<file path="src/design/tdpu_pkg.sv">
// Shared types and constants for the Thumb data-processing unit.
// Used by the decode front, the request queue and the execute back end.
package tdpu_pkg;

   localparam int QUEUE_DEPTH = 2;

   // Operation codes of the execute unit
   typedef enum logic [4:0] {
      OP_AND, OP_EOR, OP_LSL, OP_LSR, OP_ASR, OP_ADC, OP_SBC, OP_ROR,
      OP_TST, OP_NEG, OP_CMP, OP_CMN, OP_ORR, OP_MUL, OP_BIC, OP_MVN,
      OP_ADD, OP_SUB, OP_MOV
   } op_type;

   // Decoded request handed from the front to the back end
   typedef struct packed {
      logic       valid_fmt;   // one of formats 1 to 4
      op_type     op;
      logic       we;
      logic [2:0] rd;
      logic [2:0] ra;          // first operand register
      logic [2:0] rb;          // second operand register
      logic       b_imm;       // second operand is the immediate
      logic [7:0] imm;
   } dec_type;

endpackage

</file>
<file path="src/design/tdpu_front.sv">
// Decode front: classifies a Thumb halfword into a decoded request.
// Depends on tdpu_pkg.
module tdpu_front (
   input  logic [15:0]       instruction,
   output tdpu_pkg::dec_type dec
);

   // Decode formats 1 to 4
   always_comb begin
      dec           = '0;
      dec.op        = tdpu_pkg::OP_MOV;
      if (instruction[15:11] == 5'b00011) begin
         dec.valid_fmt = 1'b1;
         dec.we        = 1'b1;
         dec.rd        = instruction[2:0];
         dec.ra        = instruction[5:3];
         dec.rb        = instruction[8:6];
         dec.b_imm     = instruction[10];
         dec.imm       = {5'd0, instruction[8:6]};
         dec.op        = instruction[9] ? tdpu_pkg::OP_SUB : tdpu_pkg::OP_ADD;
      end else if (instruction[15:13] == 3'b000) begin
         dec.valid_fmt = 1'b1;
         dec.we        = 1'b1;
         dec.rd        = instruction[2:0];
         dec.ra        = instruction[5:3];
         dec.b_imm     = 1'b1;
         dec.imm       = {3'd0, instruction[10:6]};
         // non-LSL by zero means by 32
         if (instruction[12:11] != 2'b00 && instruction[10:6] == 5'd0) begin
            dec.imm = 8'd32;
         end
         case (instruction[12:11])
            2'b00:   dec.op = tdpu_pkg::OP_LSL;
            2'b01:   dec.op = tdpu_pkg::OP_LSR;
            default: dec.op = tdpu_pkg::OP_ASR;
         endcase
      end else if (instruction[15:13] == 3'b001) begin
         dec.valid_fmt = 1'b1;
         dec.we        = 1'b1;
         dec.rd        = instruction[10:8];
         dec.ra        = instruction[10:8];
         dec.b_imm     = 1'b1;
         dec.imm       = instruction[7:0];
         case (instruction[12:11])
            2'b00:   dec.op = tdpu_pkg::OP_MOV;
            2'b01: begin
               dec.op = tdpu_pkg::OP_CMP;
               dec.we = 1'b0;
            end
            2'b10:   dec.op = tdpu_pkg::OP_ADD;
            default: dec.op = tdpu_pkg::OP_SUB;
         endcase
      end else if (instruction[15:10] == 6'b010000) begin
         dec.valid_fmt = 1'b1;
         dec.rd        = instruction[2:0];
         dec.ra        = instruction[2:0];
         dec.rb        = instruction[5:3];
         dec.op        = tdpu_pkg::op_type'({1'b0, instruction[9:6]});
         dec.we        = !(instruction[9:6] inside {4'h8, 4'hA, 4'hB});
      end
   end

endmodule

</file>
<file path="src/design/tdpu_queue.sv">
// Short request queue between the decode front and the execute back end.
// Depends on tdpu_pkg.
module tdpu_queue #(
   parameter int Depth = tdpu_pkg::QUEUE_DEPTH
) (
   input  logic              clock,
   input  logic              reset,
   input  logic              push,
   input  tdpu_pkg::dec_type push_data,
   output logic              full,
   input  logic              pop,
   output logic              not_empty,
   output tdpu_pkg::dec_type pop_data
);

   localparam int PtrW = (Depth > 1) ? $clog2(Depth) : 1;
   localparam int CntW = $clog2(Depth + 1);

   tdpu_pkg::dec_type slot_ff [Depth];
   logic [PtrW-1:0] wr_ptr_ff, wr_ptr_in, rd_ptr_ff, rd_ptr_in;
   logic [CntW-1:0] count_ff, count_in;

   assign full      = (count_ff == CntW'(Depth));
   assign not_empty = (count_ff != '0);
   assign pop_data  = slot_ff[rd_ptr_ff];

   // Advance pointers and fill count
   always_comb begin
      wr_ptr_in = wr_ptr_ff;
      rd_ptr_in = rd_ptr_ff;
      count_in  = count_ff;
      if (push) begin
         wr_ptr_in = (wr_ptr_ff == PtrW'(Depth - 1)) ? '0 : wr_ptr_ff + 1'b1;
      end
      if (pop) begin
         rd_ptr_in = (rd_ptr_ff == PtrW'(Depth - 1)) ? '0 : rd_ptr_ff + 1'b1;
      end
      if (push && !pop) begin
         count_in = count_ff + 1'b1;
      end else if (pop && !push) begin
         count_in = count_ff - 1'b1;
      end
   end

   always_ff @(posedge clock) begin
      if (reset) begin
         wr_ptr_ff <= '0;
         rd_ptr_ff <= '0;
         count_ff  <= '0;
      end else begin
         wr_ptr_ff <= wr_ptr_in;
         rd_ptr_ff <= rd_ptr_in;
         count_ff  <= count_in;
      end
   end

   // Store the pushed request
   always_ff @(posedge clock) begin
      if (push) begin
         slot_ff[wr_ptr_ff] <= push_data;
      end
   end

endmodule

</file>
<file path="src/design/tdpu_back.sv">
// Execute back end: register file, flags, ALU, shifter, multiplier and
// the output register.  Depends on tdpu_pkg.
module tdpu_back (
   input  logic              clock,
   input  logic              reset,
   input  logic              q_valid,
   input  tdpu_pkg::dec_type q_data,
   output logic              q_pop,
   output logic              rsp_tvalid,
   input  logic              rsp_tready,
   output logic [39:0]       rsp_tdata
);

   logic [31:0] regs_ff [8];
   logic [3:0]  flags_ff;            // N Z C V
   logic        out_valid_ff, out_valid_in;
   logic [39:0] out_data_ff;

   logic [31:0] a, b, res;
   logic [32:0] sum;
   logic [32:0] wide;
   logic [7:0]  n;
   logic        fc, fv, cin, is_add;
   logic [31:0] addb;
   logic [4:0]  m;
   logic        fn_new, fz_new;

   assign q_pop = q_valid && (!out_valid_ff || rsp_tready);

   // Operand selection
   always_comb begin
      a = regs_ff[q_data.ra];
      b = q_data.b_imm ? {24'd0, q_data.imm} : regs_ff[q_data.rb];
      if (q_data.op == tdpu_pkg::OP_NEG) begin
         a = '0;
      end
   end

   // Adder, shifter, multiplier and logic
   always_comb begin
      fc     = flags_ff[1];
      fv     = flags_ff[0];
      res    = '0;
      n      = b[7:0];
      m      = n[4:0];
      wide   = '0;
      is_add = 1'b0;
      cin    = 1'b0;
      addb   = b;
      case (q_data.op)
         tdpu_pkg::OP_ADD, tdpu_pkg::OP_CMN: is_add = 1'b1;
         tdpu_pkg::OP_SUB, tdpu_pkg::OP_CMP, tdpu_pkg::OP_NEG: begin
            is_add = 1'b1;
            addb   = ~b;
            cin    = 1'b1;
         end
         tdpu_pkg::OP_ADC: begin
            is_add = 1'b1;
            cin    = flags_ff[1];
         end
         tdpu_pkg::OP_SBC: begin
            is_add = 1'b1;
            addb   = ~b;
            cin    = flags_ff[1];
         end
         default: is_add = 1'b0;
      endcase
      sum = {1'b0, a} + {1'b0, addb} + {32'd0, cin};
      if (is_add) begin
         res = sum[31:0];
         fc  = sum[32];
         fv  = (~(a[31] ^ addb[31])) & (a[31] ^ sum[31]);
      end else begin
         case (q_data.op)
            tdpu_pkg::OP_AND, tdpu_pkg::OP_TST: res = a & b;
            tdpu_pkg::OP_EOR: res = a ^ b;
            tdpu_pkg::OP_ORR: res = a | b;
            tdpu_pkg::OP_BIC: res = a & ~b;
            tdpu_pkg::OP_MVN: res = ~b;
            tdpu_pkg::OP_MOV: res = b;
            tdpu_pkg::OP_MUL: res = a * b;
            tdpu_pkg::OP_LSL: begin
               res = a;
               if (n != 8'd0) begin
                  wide = (n > 8'd32) ? 33'd0 : ({1'b0, a} << n[5:0]);
                  res  = wide[31:0];
                  fc   = wide[32];
               end
            end
            tdpu_pkg::OP_LSR: begin
               res = a;
               if (n != 8'd0) begin
                  wide = (n > 8'd32) ? 33'd0 : ({a, 1'b0} >> n[5:0]);
                  res  = wide[32:1];
                  fc   = wide[0];
               end
            end
            tdpu_pkg::OP_ASR: begin
               res = a;
               if (n != 8'd0) begin
                  wide = $signed({a, 1'b0}) >>> ((n > 8'd32) ? 6'd32 : n[5:0]);
                  res  = wide[32:1];
                  fc   = wide[0];
               end
            end
            tdpu_pkg::OP_ROR: begin
               res = a;
               if (n != 8'd0) begin
                  if (m != 5'd0) begin
                     res = (a >> m) | (a << (6'd32 - {1'b0, m}));
                  end
                  fc = res[31];
               end
            end
            default: res = '0;
         endcase
      end
      fn_new = res[31];
      fz_new = (res == 32'd0);
   end

   // Hold the output register while stalled
   always_comb begin
      out_valid_in = out_valid_ff;
      if (q_pop) begin
         out_valid_in = 1'b1;
      end else if (rsp_tready) begin
         out_valid_in = 1'b0;
      end
   end

   always_ff @(posedge clock) begin
      if (reset) begin
         out_valid_ff <= 1'b0;
         flags_ff     <= '0;
         for (int i = 0; i < 8; i++) begin
            regs_ff[i] <= '0;
         end
      end else begin
         out_valid_ff <= out_valid_in;
         if (q_pop && q_data.valid_fmt) begin
            flags_ff <= {fn_new, fz_new, fc, fv};
            if (q_data.we) begin
               regs_ff[q_data.rd] <= res;
            end
         end
      end
   end

   // Load the result; unknown formats report the held flags
   always_ff @(posedge clock) begin
      if (q_pop) begin
         if (q_data.valid_fmt) begin
            out_data_ff <= {fv, fc, fz_new, fn_new, res, q_data.rd, q_data.we};
         end else begin
            out_data_ff <= {flags_ff[0], flags_ff[1], flags_ff[2], flags_ff[3],
                            32'd0, 3'd0, 1'b0};
         end
      end
   end

   assign rsp_tvalid = out_valid_ff;
   assign rsp_tdata  = out_data_ff;

`ifndef ASSERT_OFF
   a_hold: assert property (@(posedge clock) disable iff (reset)
      out_valid_ff && !rsp_tready |=> out_valid_ff && $stable(out_data_ff))
      else $error("result dropped while stalled");
   a_zero: assert property (@(posedge clock) disable iff (reset)
      out_valid_ff && out_data_ff[0] |-> out_data_ff[37] == (out_data_ff[35:4] == 32'd0))
      else $error("Z flag disagrees with written value");
   a_neg: assert property (@(posedge clock) disable iff (reset)
      out_valid_ff && out_data_ff[0] |-> out_data_ff[36] == out_data_ff[35])
      else $error("N flag disagrees with written value");
   a_pop: assert property (@(posedge clock) disable iff (reset)
      q_pop |-> q_valid)
      else $error("pop from empty queue");
`endif

endmodule

</file>
<file path="src/design/thumb_data_processing_unit.sv">
// Top level of the Thumb data-processing unit.
// Instantiates tdpu_front, tdpu_queue and tdpu_back; depends on tdpu_pkg.
//
// Usage:
//   Request channel req_*: one 16-bit Thumb halfword per request.
//   Result channel rsp_*: exactly one result per request, in order.
//   A request is taken when req_tvalid and req_tready are both high.
//   When the queue and the output register are empty, a request passes
//   through the queue slot and then the output register before rsp_tvalid
//   rises; throughput is one request per cycle while the receiver does not
//   stall, through the execute stage (register file read, ALU or 32x32
//   multiply, write back).
//   The front decodes into a small queue; the back end pops one entry a
//   cycle whenever its output register is empty or being emptied.
//   When the receiver stalls, the result is held, the queue fills and
//   req_tready drops once it is full.
//   Reset clears all eight low registers, the NZCV flags and the queue.
module thumb_data_processing_unit #(
   parameter int QueueDepth = tdpu_pkg::QUEUE_DEPTH
) (
   input  logic        clock,
   input  logic        reset,
   input  logic        req_tvalid,
   output logic        req_tready,
   input  logic [15:0] req_tdata,   // instruction[15:0]
   output logic        rsp_tvalid,
   input  logic        rsp_tready,
   output logic [39:0] rsp_tdata    // write_enable[0], dest_index[3:1],
                                    // result_value[35:4], flag_n[36],
                                    // flag_z[37], flag_c[38], flag_v[39]
);

   tdpu_pkg::dec_type dec, q_data;
   logic q_full, q_valid, q_pop;

   tdpu_front u_front (
      .instruction (req_tdata),
      .dec         (dec)
   );

   tdpu_queue #(.Depth(QueueDepth)) u_queue (
      .clock     (clock),
      .reset     (reset),
      .push      (req_tvalid && !q_full),
      .push_data (dec),
      .full      (q_full),
      .pop       (q_pop),
      .not_empty (q_valid),
      .pop_data  (q_data)
   );

   tdpu_back u_back (
      .clock      (clock),
      .reset      (reset),
      .q_valid    (q_valid),
      .q_data     (q_data),
      .q_pop      (q_pop),
      .rsp_tvalid (rsp_tvalid),
      .rsp_tready (rsp_tready),
      .rsp_tdata  (rsp_tdata)
   );

   assign req_tready = !q_full;

endmodule
</file>
<file path="config.mk">
export PLATFORM = sky130hd
export DESIGN_NAME = thumb_data_processing_unit
export DESIGN_NICKNAME = d
export VERILOG_FILES = /design/src/design/tdpu_pkg.sv /design/src/design/tdpu_front.sv /design/src/design/tdpu_queue.sv /design/src/design/tdpu_back.sv /design/src/design/thumb_data_processing_unit.sv
export SDC_FILE = /design/constraint.sdc
export NUM_CORES = 2
export LEC_CHECK = 0
export ABC_CLOCK_PERIOD_IN_PS = 11300
export BUFFER_PORTS_ARGS = -buffer_cell sky130_fd_sc_hd__clkbuf_2
export CAP_MARGIN = 10
export CELL_PAD_IN_SITES_DETAIL_PLACEMENT = 1
export CELL_PAD_IN_SITES_GLOBAL_PLACEMENT = 1
export CORE_MARGIN = 2
export CORE_UTILIZATION = 25
export CTS_CLUSTER_SIZE = 8
export DETAILED_ROUTE_END_ITERATION = 16
export GPL_TIMING_DRIVEN = 0
export HOLD_SLACK_MARGIN = 0.02
export PLACE_DENSITY = 0.53
export SETUP_SLACK_MARGIN = 0.05
export SLEW_MARGIN = 20
export SYNTH_ARGS = -nofsm -noshare
export SYNTH_HDL_FRONTEND = slang
export SYNTH_HIERARCHICAL = 1
export SYNTH_SLANG_ARGS = --single-unit
</file>
<file path="constraint.sdc">
create_clock -name clock -period 11.3 [get_ports clock]
set_input_delay 0 -clock clock [delete_from_list [all_inputs] [get_ports clock]]
set_output_delay 0 -clock clock [all_outputs]
set_load 0.01 [all_outputs]
</file>
==> results.cfg <==
[global_route]
grt_max_degree = 33
antenna_found_initial = 30
first_global_vias = 46900
track_usage_pct = 35.2
gr-total-overflow = 0
grt_pass1_wl_um = 444000

[placed_design]
post-place-ws_ns = -4.32
hpwl_um = 269000
routabilityCongestion = 1.04
dp_cells = 7782
io_buffers = 61

[sta]
finalMaxSlewViolations = 0
setup-tns-final_ns = -0.298
hold_viol_final = 0
slew_headroom_pct = 8.78
period_minus_slack_ns = 11.50
setup_viol = 2
fin_crit_sh_pct = 102
fmax_ghz = 0.0869
tightestPinTransition_ns = 1.37
rsz0062_at_grt = yes
clock-skew-final_ns = 0.0174
fin_ws_ns = -0.205

[die]
die_area_um2 = 188000
initial_utilization_pct = 25.2
die_h_um = 434
io-pin-count = 62
die_w_um = 434
num_rows = 157
coreArea_um2 = 183000

[clocking]
cts.sinks = 356
cts_buffers = 50
cts_tree = done
worstSkewPairLatency_ns = 0.59
h-tree-depth = 2
path_clk_slew_ns = 0.05
clockRootBuffer = clkbuf_16
cts_buffer_depth = 3

[final_layout]
final_cell_mix = nor2_1, nand2_1, inv_1
layout-drive-gt1-share_pct = 15.6
utilization_pct = 29.5
layout_commonest_cell = nor2_1
final-instance-count-excl-fill = 7912
nNetsFinal = 6050
syn2layout_area_growth_pct = 17.2

[worst_setup_path]
cp.arrival_ns = 12.02
path_max_fanout = 13
cp-start-kind = flip-flop
cp-end-kind = flip-flop
critPathMaxStageDelay_ns = 0.91
cpMaxStageDelayCell = a211oi_1
crit_top_cell = buf_6
worstPathRequired_ns = 11.82
worstSetupPathType = flip-flop to flip-flop

[logic_synthesis]
synth.cell_area_um2 = 46200
syn_nets = 5853
yosys.cell_types.count = 120
yosys-mux-area-fraction_pct = 10.7
async_reset_ff_share_pct = 0
synth-xor-area-share_pct = 2.72
syn_area_per_cell_um2 = 8.86
synth_edf_count = 346
synthFlopType = edfxtp_1
synth_fa_ha_area_share_pct = 23.3
synth_compound_area_share_pct = 16.1
synth-simple-area-share_pct = 16.5
synth_top_family_by_area = adder cells
seq_area_frac_synth_pct = 22.9
ys_seq_elements = 356
syn-instance-count = 5217
yosys_warnings = 6

[routing]
viasPerCell = 5.86
via_count = 46400
ant_nets = 0
first_pass_iters = 5
drt_iter0_markers = 5297
wire_per_inst_um = 42.4
drt_wl_total_um = 336000
drcViolationCount = 0

[hold_path]
holdCritPathClass = primary input to flip-flop

[run_status]
violations = setup timing
status = finished with violations

[flow_run]
cap_violations = 0
==> final timing paths <==
check	from	end	slack, ns	depth (start not counted)
max	flip-flop	u_back/flags_ff[2]	-0.20	32
max reg2reg	flip-flop	u_back/flags_ff[2]	-0.20	32
min	req_tdata[15]	u_queue/slot_ff[0][12]	0.11	4
min reg2reg	u_back/flags_ff[0]	u_back/flags_ff[0]	0.49	2
==> logic make-up after synthesis <==
logic type	after synthesis
buf+inv	857
compound gates	1081
flops	356
xor+xnor	143
fa+ha+maj	616
mux	409
simple gates	1755
==> synthesized netlist by cell type, drive strengths merged (24+ instances only) <==
library cell	instances	area [µm²]
nand3	93	493
nand2b	46	295
o2111ai	24	210
a21o	34	255
edfxtp	346	10400
and3	31	194
xnor2	128	1130
nor3	69	360
ha	206	2580
a221oi	34	315
o211ai	75	563
a22oi	63	473
buf	193	1080
fa	410	8210
o221ai	29	254
a31oi	39	256
inv	451	1700
mux4	60	1350
o22ai	83	551
nand4	30	194
a21oi	223	1130
mux2	77	882
o21ai	210	1080
a211oi	56	420
mux2i	272	2740
nand2	448	1680
nor2b	48	300
clkbuf	200	752
nor2	894	3370
==> state kept, by name, indices dropped and copies added (netlist names), named ones only <==
signal             count
u_back/flags_ff        4
u_back/regs_ff       256
u_back/rsp_tdata      40
u_back/rsp_tvalid      1
u_queue/count_ff       2
u_queue/rd_ptr_ff      1
u_queue/slot_ff       50
u_queue/wr_ptr_ff      1
==> critical path, delay by kind of cell (launching register included) <==
family,cells,cell delay (ns)
buf+inv,14,4.40
compound gates,7,2.87
simple gates,6,2.04
mux,3,0.96
fa+ha+maj,2,0.75
flops,1,0.30
==> layer usage <==
layer	vias to the layer above	global-route usage [%]	share of wire [%]
li1	18600	-	-
met1	24600	46.3	42
met2	2447	53.9	43
met3	699	6.49	7.8
met4	14	20.1	7.0
met5	-	0	0.031
==> final cells by class <==
cell class	count	area (µm²)
fillers	21400	129000
multi-input cells	4004	33100
flip-flops and latches	356	10600
well taps	2464	3080
plain buffers	363	2530
inverters	464	1860
repair buffers	175	1570
clock buffers	70	1360
diodes	14	35.0
clock inverters	2	12.5
==> repair_timing <==
| action | CTS | global route |
|---|---|---|
| pin swaps | 18 | 27 |
| buffers inserted | 28 | 22 |
| setup endpoints to repair | 230 | 30 |
| hold buffers | 24 | 0 |
| endpoints found under the hold margin | 58 | 0 |
| gates resized for setup | 342 | 162 |
==> through the flow <==
step           instance area [µm²]  hold slack, ns
6_report                     54200           0.108
2_1_floorplan                46200          0.0691
4_1_cts                      53500          0.0842
5_1_grt                      54100           0.145
3_3_place_gp                 49600           0.302
3_5_place_dp                 50600           0.321
Power is not shown: default switching activity piles up to over one toggle a cycle in this logic, so the estimate is an artifact.
